## config.mk

```make
export PLATFORM = sky130hd
export DESIGN_NAME = touch_pulse_sequencer_verify
export DESIGN_NICKNAME = d
export VERILOG_FILES = /design/src/rtl/core/tps_pkg.sv /design/src/rtl/core/tps_sense.sv /design/src/rtl/core/tps_seq.sv /design/src/rtl/core/touch_pulse_sequencer_verify.sv
export SDC_FILE = /design/constraint.sdc
export NUM_CORES = 1
export LEC_CHECK = 0
export BUFFER_PORTS_ARGS = -buffer_cell sky130_fd_sc_hd__buf_4
export CAP_MARGIN = 20
export CELL_PAD_IN_SITES_DETAIL_PLACEMENT = 0
export CELL_PAD_IN_SITES_GLOBAL_PLACEMENT = 1
export CORE_MARGIN = 2
export CORE_UTILIZATION = 30
export CTS_BUF_LIST = sky130_fd_sc_hd__clkbuf_4
export CTS_CLUSTER_DIAMETER = 150
export CTS_CLUSTER_SIZE = 20
export DETAILED_ROUTE_END_ITERATION = 6
export PLACE_DENSITY_LB_ADDON = 0.1
export SETUP_SLACK_MARGIN = 0.3
export SLEW_MARGIN = 20
export SYNTH_ARGS = -nofsm -noshare
export SYNTH_HDL_FRONTEND = slang
export SYNTH_SLANG_ARGS = --single-unit
```

## constraint.sdc

```tcl
create_clock -name clk_i -period 4.6 [get_ports clk_i]
set_clock_uncertainty 0.1 [all_clocks]
set_input_delay 0.69 -clock clk_i [delete_from_list [all_inputs] [get_ports clk_i]]
set_output_delay 0.69 -clock clk_i [all_outputs]
set_load 0.03 [all_outputs]
```

## src/rtl/core/tps_pkg.sv

```systemverilog
package tps_pkg;

  localparam int unsigned TimerW  = 16;
  localparam int unsigned StableW = 17;
  localparam int unsigned RetryW  = 4;
  localparam int unsigned CfgIdxW = 3;

  localparam logic [TimerW-1:0]  TimerMax  = '1;
  localparam logic [StableW-1:0] StableMax = '1;

  localparam logic [TimerW-1:0] TapTicksRst      = TimerW'(100);
  localparam logic [TimerW-1:0] GapTicksRst      = TimerW'(150);
  localparam logic [TimerW-1:0] SettleTicksRst   = TimerW'(180);
  localparam logic [TimerW-1:0] DebounceTicksRst = TimerW'(50);
  localparam logic [RetryW-1:0] MaxRetriesRst    = RetryW'(4);

  typedef enum logic [1:0] {
    REQ_TICK = 2'd0,
    REQ_ON   = 2'd1,
    REQ_OFF  = 2'd2,
    REQ_TAP  = 2'd3
  } req_e;

  typedef enum logic [1:0] {
    PH_IDLE   = 2'd0,
    PH_ACTIVE = 2'd1,
    PH_GAP    = 2'd2,
    PH_VERIFY = 2'd3
  } phase_e;

  typedef enum logic [CfgIdxW-1:0] {
    CFG_TAP_TICKS      = 3'd0,
    CFG_GAP_TICKS      = 3'd1,
    CFG_SETTLE_TICKS   = 3'd2,
    CFG_DEBOUNCE_TICKS = 3'd3,
    CFG_MAX_RETRIES    = 3'd4
  } cfg_idx_e;

  typedef struct packed {
    logic [TimerW-1:0] tap_ticks;
    logic [TimerW-1:0] gap_ticks;
    logic [TimerW-1:0] settle_ticks;
    logic [RetryW-1:0] max_retries;
  } seq_cfg_t;

  typedef struct packed {
    logic   touch;
    phase_e phase;
    logic   gave_up;
    logic   publish;
  } seq_res_t;

endpackage

```

## src/rtl/core/tps_sense.sv

```systemverilog
module tps_sense
  import tps_pkg::*;
(
  input  logic              clk_i,
  input  logic              rst_ni,
  input  logic              en_i,
  input  logic              raw_i,
  input  logic [TimerW-1:0] debounce_ticks_i,
  output logic              lamp_o,
  output logic              changed_o
);

  logic               last_raw_q;
  logic [StableW-1:0] stable_q, stable_d;
  logic               lamp_q, lamp_d;

  always_comb begin
    if (raw_i != last_raw_q) begin
      stable_d = '0;
    end else if (stable_q != StableMax) begin
      stable_d = stable_q + StableW'(1);
    end else begin
      stable_d = stable_q;
    end
    lamp_d    = lamp_q;
    changed_o = 1'b0;
    // led lit means lamp off
    if (stable_d > {1'b0, debounce_ticks_i} && (~raw_i != lamp_q)) begin
      lamp_d    = ~raw_i;
      changed_o = 1'b1;
    end
  end

  assign lamp_o = lamp_d;

  always_ff @(posedge clk_i or negedge rst_ni) begin
    if (!rst_ni) begin
      last_raw_q <= 1'b1;
      stable_q   <= '0;
      lamp_q     <= 1'b0;
    end else if (en_i) begin
      last_raw_q <= raw_i;
      stable_q   <= stable_d;
      lamp_q     <= lamp_d;
    end
  end

endmodule

```

## src/rtl/core/tps_seq.sv

```systemverilog
module tps_seq
  import tps_pkg::*;
(
  input  logic     clk_i,
  input  logic     rst_ni,
  input  logic     en_i,
  input  req_e     req_i,
  input  logic     raw_i,
  input  seq_cfg_t cfg_i,
  output seq_res_t res_o
);

  phase_e            phase_q, phase_d;
  logic [1:0]        taps_q, taps_d;
  logic              verify_q, verify_d;
  logic [RetryW-1:0] retry_q, retry_d;
  logic [TimerW-1:0] timer_q, timer_d, timer_inc;
  logic              touch_q, touch_d;
  logic              gave_up, redundant;
  logic              start;
  logic [1:0]        start_taps;
  logic              start_verify;

  assign timer_inc = (timer_q != TimerMax) ? timer_q + TimerW'(1) : timer_q;

  always_comb begin
    phase_d      = phase_q;
    taps_d       = taps_q;
    verify_d     = verify_q;
    retry_d      = retry_q;
    timer_d      = timer_q;
    touch_d      = touch_q;
    gave_up      = 1'b0;
    redundant    = 1'b0;
    start        = 1'b0;
    start_taps   = 2'd0;
    start_verify = 1'b0;

    // one tick of the running sequence
    if (phase_q != PH_IDLE) begin
      timer_d = timer_inc;
      case (phase_q)
        PH_ACTIVE: begin
          if (timer_inc >= cfg_i.tap_ticks) begin
            touch_d = 1'b0;
            timer_d = '0;
            if (taps_q > 2'd1) begin
              taps_d  = taps_q - 2'd1;
              phase_d = PH_GAP;
            end else begin
              taps_d  = 2'd0;
              phase_d = verify_q ? PH_VERIFY : PH_IDLE;
            end
          end
        end
        PH_GAP: begin
          if (timer_inc >= cfg_i.gap_ticks) begin
            touch_d = 1'b1;
            phase_d = PH_ACTIVE;
            timer_d = '0;
          end
        end
        PH_VERIFY: begin
          if (timer_inc >= cfg_i.settle_ticks) begin
            if (raw_i) begin
              phase_d  = PH_IDLE;
              verify_d = 1'b0;
            end else if (retry_q < cfg_i.max_retries) begin
              // corrective single tap
              retry_d = retry_q + RetryW'(1);
              taps_d  = 2'd1;
              phase_d = PH_ACTIVE;
              timer_d = '0;
              touch_d = 1'b1;
            end else begin
              phase_d  = PH_IDLE;
              verify_d = 1'b0;
              gave_up  = 1'b1;
            end
          end
        end
        default: ;
      endcase
    end

    // command, judged on the raw level
    case (req_i)
      REQ_ON: begin
        if (!raw_i) begin
          redundant = 1'b1;
        end else begin
          start      = 1'b1;
          start_taps = 2'd2;
        end
      end
      REQ_OFF: begin
        if (raw_i) begin
          redundant = 1'b1;
        end else begin
          start        = 1'b1;
          start_taps   = 2'd2;
          start_verify = 1'b1;
        end
      end
      REQ_TAP: begin
        start      = 1'b1;
        start_taps = 2'd1;
      end
      default: ;
    endcase

    if (start) begin
      taps_d   = start_taps;
      verify_d = start_verify;
      retry_d  = '0;
      phase_d  = PH_ACTIVE;
      timer_d  = '0;
      touch_d  = 1'b1;
    end
  end

  assign res_o.touch   = touch_d;
  assign res_o.phase   = phase_d;
  assign res_o.gave_up = gave_up;
  assign res_o.publish = redundant;

  always_ff @(posedge clk_i or negedge rst_ni) begin
    if (!rst_ni) begin
      phase_q  <= PH_IDLE;
      taps_q   <= 2'd0;
      verify_q <= 1'b0;
      retry_q  <= '0;
      timer_q  <= '0;
      touch_q  <= 1'b0;
    end else if (en_i) begin
      phase_q  <= phase_d;
      taps_q   <= taps_d;
      verify_q <= verify_d;
      retry_q  <= retry_d;
      timer_q  <= timer_d;
      touch_q  <= touch_d;
    end
  end

endmodule

```

## src/rtl/core/touch_pulse_sequencer_verify.sv

```systemverilog
// flow: an item is held in the input register, its result in the result register
// throughput: one item per cycle while results drain; sequencer and debounce state
// update as an item moves from the input register to the result register
// reset: asynchronous active low; registers return to their defaults, lamp off,
// touch output low, led level assumed lit, both channel registers empty
module touch_pulse_sequencer_verify
  import tps_pkg::*;
(
  input  logic               clk_i,
  input  logic               rst_ni,
  // slave side
  input  logic               s_axis_tvalid,
  output logic               s_axis_tready,
  input  logic [7:0]         s_axis_tdata,  // [0] sense_raw, rest zero
  input  logic [1:0]         s_axis_tuser,  // [1:0] req_type
  // master side
  output logic               m_axis_tvalid,
  input  logic               m_axis_tready,
  // [0] touch_drive, [1] lamp_on, [2] busy_res, [3] publish, [4] gave_up,
  // [6:5] phase, [7] zero
  output logic [7:0]         m_axis_tdata,
  // configuration writes
  input  logic               cfg_valid_i,
  output logic               cfg_ready_o,
  input  logic [CfgIdxW-1:0] cfg_index_i,
  input  logic [TimerW-1:0]  cfg_data_i
);

  logic              in_valid_q;
  req_e              req_q;
  logic              raw_q;
  logic              out_valid_q;
  logic [7:0]        out_data_q, out_data_d;
  logic              advance;
  logic              lamp, sense_changed;
  seq_cfg_t          seq_cfg;
  seq_res_t          seq_res;
  logic [TimerW-1:0] tap_ticks_q, gap_ticks_q, settle_ticks_q, debounce_ticks_q;
  logic [RetryW-1:0] max_retries_q;

  assign cfg_ready_o = 1'b1;

  always_ff @(posedge clk_i or negedge rst_ni) begin
    if (!rst_ni) begin
      tap_ticks_q      <= TapTicksRst;
      gap_ticks_q      <= GapTicksRst;
      settle_ticks_q   <= SettleTicksRst;
      debounce_ticks_q <= DebounceTicksRst;
      max_retries_q    <= MaxRetriesRst;
    end else if (cfg_valid_i) begin
      case (cfg_index_i)
        CFG_TAP_TICKS:      tap_ticks_q      <= cfg_data_i;
        CFG_GAP_TICKS:      gap_ticks_q      <= cfg_data_i;
        CFG_SETTLE_TICKS:   settle_ticks_q   <= cfg_data_i;
        CFG_DEBOUNCE_TICKS: debounce_ticks_q <= cfg_data_i;
        CFG_MAX_RETRIES:    max_retries_q    <= cfg_data_i[RetryW-1:0];
        default: ;
      endcase
    end
  end

  // the held item moves on whenever the result register is free or drains
  assign advance       = in_valid_q && (!out_valid_q || m_axis_tready);
  assign s_axis_tready = !in_valid_q || advance;

  always_ff @(posedge clk_i or negedge rst_ni) begin
    if (!rst_ni) begin
      in_valid_q <= 1'b0;
    end else if (s_axis_tready) begin
      in_valid_q <= s_axis_tvalid;
    end
  end

  always_ff @(posedge clk_i) begin
    if (s_axis_tvalid && s_axis_tready) begin
      req_q <= req_e'(s_axis_tuser);
      raw_q <= s_axis_tdata[0];
    end
  end

  assign seq_cfg.tap_ticks    = tap_ticks_q;
  assign seq_cfg.gap_ticks    = gap_ticks_q;
  assign seq_cfg.settle_ticks = settle_ticks_q;
  assign seq_cfg.max_retries  = max_retries_q;

  tps_seq u_seq (
    .clk_i  (clk_i),
    .rst_ni (rst_ni),
    .en_i   (advance),
    .req_i  (req_q),
    .raw_i  (raw_q),
    .cfg_i  (seq_cfg),
    .res_o  (seq_res)
  );

  tps_sense u_sense (
    .clk_i            (clk_i),
    .rst_ni           (rst_ni),
    .en_i             (advance),
    .raw_i            (raw_q),
    .debounce_ticks_i (debounce_ticks_q),
    .lamp_o           (lamp),
    .changed_o        (sense_changed)
  );

  assign out_data_d = {1'b0, seq_res.phase, seq_res.gave_up,
                       seq_res.publish | sense_changed,
                       seq_res.phase != PH_IDLE, lamp, seq_res.touch};

  always_ff @(posedge clk_i or negedge rst_ni) begin
    if (!rst_ni) begin
      out_valid_q <= 1'b0;
    end else if (advance) begin
      out_valid_q <= 1'b1;
    end else if (m_axis_tready) begin
      out_valid_q <= 1'b0;
    end
  end

  always_ff @(posedge clk_i) begin
    if (advance) begin
      out_data_q <= out_data_d;
    end
  end

  assign m_axis_tvalid = out_valid_q;
  assign m_axis_tdata  = out_data_q;

endmodule

```

# Yosys cells after proc, flatten, opt, wreduce, memory -nomap -nowiden
# Index checks and enable logic that the tools add are counted.
[totals]
register_bits = 125
elab_cells = 143
inputBits = 34
out_inout_bits = 11
[classes]
addsub = 4
n_reduce_logical = 26
n_lt_le_gt_ge = 6
mux = 62
bitwise = 5
n_eq_ne = 20
[op_table]
columns = ["operator", "n"]
rows = [
  ["$mux W16", 8],
  ["$ge A16 B16 Y1", 3],
  ["$pmux W16 S3", 1],
  ["$mux W17", 2],
  ["$mux W2", 17],
  ["$mux W4", 6],
  ["$mux W1", 22],
  ["$add A17 B1 Y17 const B", 1],
  ["$gt A17 B16 Y1", 1],
  ["$ne A17 B17 Y1 const B", 1],
  ["$add A16 B1 Y16 const B", 1],
  ["$ne A16 B16 Y1 const B", 1],
  ["$reduce_bool A2 Y1", 7],
  ["$pmux W2 S3", 2],
  ["$reduce_and A2 Y1", 6],
  ["$ne A3 B1 Y1 const B", 3],
  ["$eq A2 B2 Y1 const B", 4],
  ["$reduce_and A7 Y1", 1],
  ["$eq A3 B2 Y1 const B", 2],
  ["$ne A3 B2 Y1 const B", 2],
  ["$pmux W1 S3", 2],
  ["$reduce_and A6 Y1", 1],
  ["$reduce_and A5 Y1", 1],
  ["$add A4 B1 Y4 const B", 1],
  ["18 further kinds", 27],
]

# Longest topological paths before layout
[logic_depth]
ltp_word = 8
mapped_depth = 17
mapped_depth_nobuf = 15

# Hierarchy
# Synthesis repeated with hierarchy kept, for this count alone.
[unflattened]
cells_unflattened = 761
hier_area_um2 = 7868.8
[by_module_without_submodules]
columns = ["mod", "n_inst", "area_per_inst_um2", "seq_area_each_um2", "cells_each"]
rows = [
  ["touch_pulse_sequencer_verify", 1, 3059.2, 2070.7, 171],
  ["tps_seq", 1, 2970.3, 650.6, 365],
  ["tps_sense", 1, 1839.3, 476.7, 225],
]

# Worst setup path after synthesis
# Ideal clock, no wire load.
[synth_timing]
kind = "register to register"
from = "register u_seq.timer_q[0]"
to = "register out_data_q[2], in the netlist m_axis_tdata[2] (data pin)"
setup_time_ns = 0.259
setup_slack_ns = 0.767
period_less_slack_ns = 3.833
t_arrival_ns = 3.474
required_time_ns = 4.241
path_stages_with_launch = 16
path_buffers = 1
path_cell_list = "dfrtp_1 > ha_1 > nand2_1 > nor2_1 > and3_1 > clkbuf_1 > nor4b_1 > xnor2_1 > inv_1 > ha_1 > o21ai_0 > nor2_1 > o31a_1 > o311a_1 > or4_4 > o21bai_1"
[synth_via]
elab_chain_cells = 8
word_cells_on_any_way = 13
classes_between = "add/sub (1); order compare (3); eq/ne (1); mux (7); reduce/logical (1)"
[synth_rtl]
columns = ["element", "line_no", "text"]
rows = [
  ["start: declaration", "tps_seq.sv:17", "logic [TimerW-1:0] timer_q, timer_d, timer_inc;"],
  ["start signal: assignment", "tps_seq.sv:140", "timer_q <= timer_d;"],
  ["$add A16 B1 Y16 / $ne A16 B16 Y1 (equally long branches)", "tps_seq.sv:24", "assign timer_inc = (timer_q != TimerMax) ? timer_q + TimerW'(1) : timer_q;"],
  ["$mux W16 (*)", "tps_seq.sv:24", ""],
  ["$ge A16 B16 Y1 (on tied branches)", "tps_seq.sv:64, tps_seq.sv:44, tps_seq.sv:57", ""],
  ["$mux W2 (on tied branches)", "tps_seq.sv:64, tps_seq.sv:44, tps_seq.sv:57", ""],
  ["$pmux W2 S3 (*)", "tps_seq.sv:42", "case (phase_q)"],
  ["$mux W2 (*)", "tps_seq.sv:40", "if (phase_q != PH_IDLE) begin"],
  ["$mux W2 (*)", "tps_seq.sv:112", "if (start) begin"],
  ["named net out_data_d[5]", "touch_pulse_sequencer_verify.sv:33", "logic [7:0] out_data_q, out_data_d;"],
  ["$reduce_bool A2 Y1 (*)", "touch_pulse_sequencer_verify.sv:108", "seq_res.phase != PH_IDLE, lamp, seq_res.touch};"],
  ["named net out_data_d[2]", "touch_pulse_sequencer_verify.sv:33", ""],
  ["end signal: assignment", "touch_pulse_sequencer_verify.sv:122", "out_data_q <= out_data_d;"],
  ["end: declaration", "touch_pulse_sequencer_verify.sv:33", ""],
]
# Mark *: on every way through the listed nets, which the timed path passes. The rest lies on a longest branch.
# A chain may end at the register's enable or synchronous reset.

# Final worst setup path
[layout_timing]
from = "register u_seq.timer_q[8]"
to = "register u_seq.taps_q[0]"
[layout_via]
elab_chain_cells = 5
word_cells_on_any_way = 8
classes_between = "add/sub (1); order compare (2); eq/ne (3); mux (1); reduce/logical (1)"
[layout_rtl]
columns = ["element", "line_no", "text"]
rows = [
  ["$add A16 B1 Y16 / $ne A16 B16 Y1 (equally long branches)", "tps_seq.sv:24", ""],
  ["$mux W16 (*)", "tps_seq.sv:24", ""],
  ["$ge A16 B16 Y1 (on tied branches)", "tps_seq.sv:64, tps_seq.sv:44", ""],
  ["$ne A3 B1 Y1 (no line)", "n/a", ""],
  ["$reduce_and A7 Y1 (no line) (*)", "n/a", ""],
  ["end signal: assignment", "tps_seq.sv:137", "taps_q <= taps_d;"],
  ["end: declaration", "tps_seq.sv:14", "logic [1:0] taps_q, taps_d;"],
]
# Mark *: on every way between the ends. The rest lies on a longest branch, timed or not.

==> reports/metrics.yaml <==
outcome: "completed"
critical-path-max-stage-delay_ns: 0.47
reg2reg_from: "u_seq.timer_q[8]$_DFFE_PN0P_"
cts_sinks: 125
tritoncts: "built"
grt_first_pass_wirelength_mm: 35.1
relSlewSlack_pct: 30.9
synth_ff_type: "dfrtp_1"
dieArea_mm2: 0.0273
fin_area_mm2: 0.00883
drt_iter0_drc: 376
crit_start: "u_seq.timer_q[8]$_DFFE_PN0P_"
start_kind: "flip-flop"
ys_ff_latch: 125
drtAntennaViolNets: 0
async_flop_share_pct: 92.0
yosysWarnings: 0
setup.worst_path.class: "flip-flop to flip-flop"
synth_cells: 861
first_global_vias: 6476
avgRoutedWirePerCell_um: 17.3
path_cells: "and4_1 > and3_1 > and3_2 > or3_1 > nand2b_1 > nand2_1 > ha_1 > nor2_1 > a211o_1 > o31a_4 > a31oi_2 > nand2b_1 > a311oi_2 > mux2_1"
num_io_pins: 45
ys_seq_area_share_pct: 41.0
hold_class: "input pin to asynchronous set/reset pin"
maxCapViolations: 0
synthDistinctLibCells: 73
synth-compound-area-share_pct: 18.4
cts_root_buf: "clkbuf_4"
period_share_pct: 89.2
synth_fp_nets: 965
drt_pre_antenna_iters: 5
crit_top_cell: "nand2b_1"
drc: 0
antenna_found_initial: 1
synth.area.mux_share_pct: 4.27
synth_xor_area_share_pct: 2.81
r2r_slack_ns: 0.50
finalHoldViolCount: 0
period_needed_ns: 4.10
synthAdderAreaFrac_pct: 11.2
grt_overflow: 0
synth_top_family_by_area: "compound AO/OA/AOI/OAI gates"
r2r_cells: 14
grt_setup_unrepaired: "no"
placed_area_mm2: 0.00853
fp-row-count: 58
drt_wl_total_mm: 21.7
drive_above_1_share_pct: 16.6
synth_edf_count: 10
leakagePower_uw: 0.00401
clk_pin_slew_ns: 0.13
dpl.hpwl_mm: 16.4
placed_cells: 1216
start_util_pct: 30.8
core_mm2: 0.0253
critPathMaxFanout: 8
netlist_area_mm2: 0.00779
worst_ep_arrival_time_ns: 4.44
p_per_area_mw_per_mm2: 344
gr-usage-all-layers_pct: 16.9
clkLatencyLatePin_ns: 0.54
setup_viol_count_final: 0
cpMaxStageDelayCell: "dfrtp_1"
avgSynthCellArea_um2: 9.05
io_buffers: 35
gp_congestion: 0.773
grt_max_degree: 50
end_kind: "flip-flop"
syn_to_final_growth_pct: 13.3
r2r_end: "u_seq.taps_q[0]$_DFFE_PN0P_"
irDropWorstVdd_mv: 0.115
tns_ns: 0
clockBufferDepth: 2
die_x_um: 165
num-nets-final: 1011
die_y_um: 165
crit_required_ns: 4.94
fin_cells: 1255
viasPerCell: 5.05
fmax_ghz: 0.244
worst_slew_pin_slew_ns: 1.03
synth-simple-area-share_pct: 16.2
numCtsBuffers: 17
cts_max_level: 4
slew_viol_final: 0
vias: 6342
[cells in the mapped netlist (all sizes together) (4+ instances only)]
master    n  area, µm²
nand2b   13       81.3
mux2     23        263
xnor2    14        123
a221oi    6       52.6
a211oi   10       75.1
o31ai    11       82.6
nand3    20        105
mux2i     7       70.1
or3       5       31.3
ha       70        876
buf      10       71.3
o22ai     4       37.5
dfstp    16        420
a21oi    36        184
nor3     10       55.1
a21o      8       60.1
edfxtp   10        300
clkbuf   23       86.3
and3      9       56.3
a22o      4       35.0
inv      83        312
o21ai    97        485
nand4    14       93.8
o211ai    8       65.1
a31oi    10       62.6
and2      4       25.0
nor2     58        218
xor2     11       96.3
nand2   123        462
a311oi    8        111
dfrtp    99       2480
[critical path, delay by kind of cell, from the launching register on]
family,cells,cell delay (ns)
compound gates,4,1.12
simple gates,8,1.72
mux,1,0.35
flops,1,0.47
fa+ha+maj,1,0.25
[layout make-up]
class | instances | area, µm²
Multi-Input combinational cell | 620 | 4190
Clock buffer | 20 | 150
Inverter | 83 | 312
Antenna cell | 5 | 12.5
Fill cell | 2590 | 16500
Timing Repair Buffer | 60 | 450
Tap cell | 330 | 413
Sequential cell | 125 | 3200
Clock inverter | 12 | 100
[cell usage in the layout, fill, tap and decap left out, types with 4 or more instances in the layout]
cell type,Yosys,routed
buf_4,2,60
mux2i_1,7,7
and3_1,9,8
clkinv_2,0,5
clkbuf_4,0,20
nor2_1,58,58
a311oi_1,5,5
o21ai_0,79,77
dfrtp_1,99,99
diode_2,0,5
mux2_2,21,21
nor3_1,9,9
a31oi_1,10,9
nand3_1,19,19
and2_1,4,4
a221oi_1,6,6
xor2_1,11,10
xnor2_1,14,14
o21ai_1,18,20
a211oi_1,10,10
ha_1,70,70
nand4_1,13,13
edfxtp_1,10,10
inv_1,82,82
a22o_1,4,4
o31ai_1,11,11
o211ai_1,7,7
a21o_1,8,8
a21oi_1,35,35
dfstp_2,16,16
nand2_1,123,123
or3_1,5,5
nand2b_1,13,13
[stage by stage]
stage                     worst slack (ns)  util, %  hold slack, ns  power (µW)
after floorplan                      0.767        -           0.294        2020
after global placement               0.387     33.7           0.370        2320
after detailed placement             0.343     33.7           0.375        2340
after CTS                            0.361     34.7          0.0417        3090
after global routing                 0.289     34.9          0.0511        3290
final                                0.498     34.9          0.0602        3040
[flip-flops by register name, indices dropped and copies added, names as in the netlist]
name	flops
debounce_ticks_q	16
gap_ticks_q	16
in_valid_q	1
m_axis_tdata	7
m_axis_tvalid	1
max_retries_q	4
raw_q	1
req_q	2
settle_ticks_q	16
tap_ticks_q	16
u_sense.lamp_q	1
u_sense.last_raw_q	1
u_sense.stable_q	17
u_seq.phase_q	2
u_seq.retry_q	4
u_seq.taps_q	2
u_seq.timer_q	16
u_seq.touch_q	1
u_seq.verify_q	1
[power by group]
| group | internal (µW) | switching [µW] | leakage [µW] |
|---|---|---|---|
| Sequential | 1310 | 95.3 | 0.00151 |
| Clock | 281 | 442 | 0.000140 |
| Combinational | 361 | 551 | 0.00236 |
| Total | 1950 | 1090 | 0.00401 |
[cells by family after synthesis]
group                    Yosys count
AO/OA/AOI/OAI                    221
XOR/XNOR                          25
adder cells (fa/ha/maj)           70
buffers and inverters            116
flip-flops                       125
multiplexers                      30
other                              2
AND/OR/NAND/NOR                  272
[repair_timing]
action                     in CTS  in global routing
pin swaps                       0                  2
setup buffers                   0                  2
hold buffers                    0                  0
gates resized for setup         1                  5
setup endpoints to repair       1                  7
[worst max-delay path by stage]
stage                     cells after the start                           to  slack (ns)
after floorplan                              15    m_axis_tdata[2]$_DFFE_PP_        0.77
after global routing                         12    m_axis_tdata[2]$_DFFE_PP_        0.29
after detailed placement                     15    m_axis_tdata[2]$_DFFE_PP_        0.34
after global placement                       14    m_axis_tdata[2]$_DFFE_PP_        0.39
final                                        14  u_seq.taps_q[0]$_DFFE_PN0P_        0.50
after CTS                                    13  u_seq.taps_q[0]$_DFFE_PN0P_        0.36
[layer usage]
layer,vias to the layer above,global-route usage (%),wire [µm]
li1,3127,-,-
met2,136,28.7,10400
met4,0,4.43,246
met5,-,0,0
met1,3067,22.2,10200
met3,12,2.92,830
No activity file was read; power rests on OpenSTA's default activity.
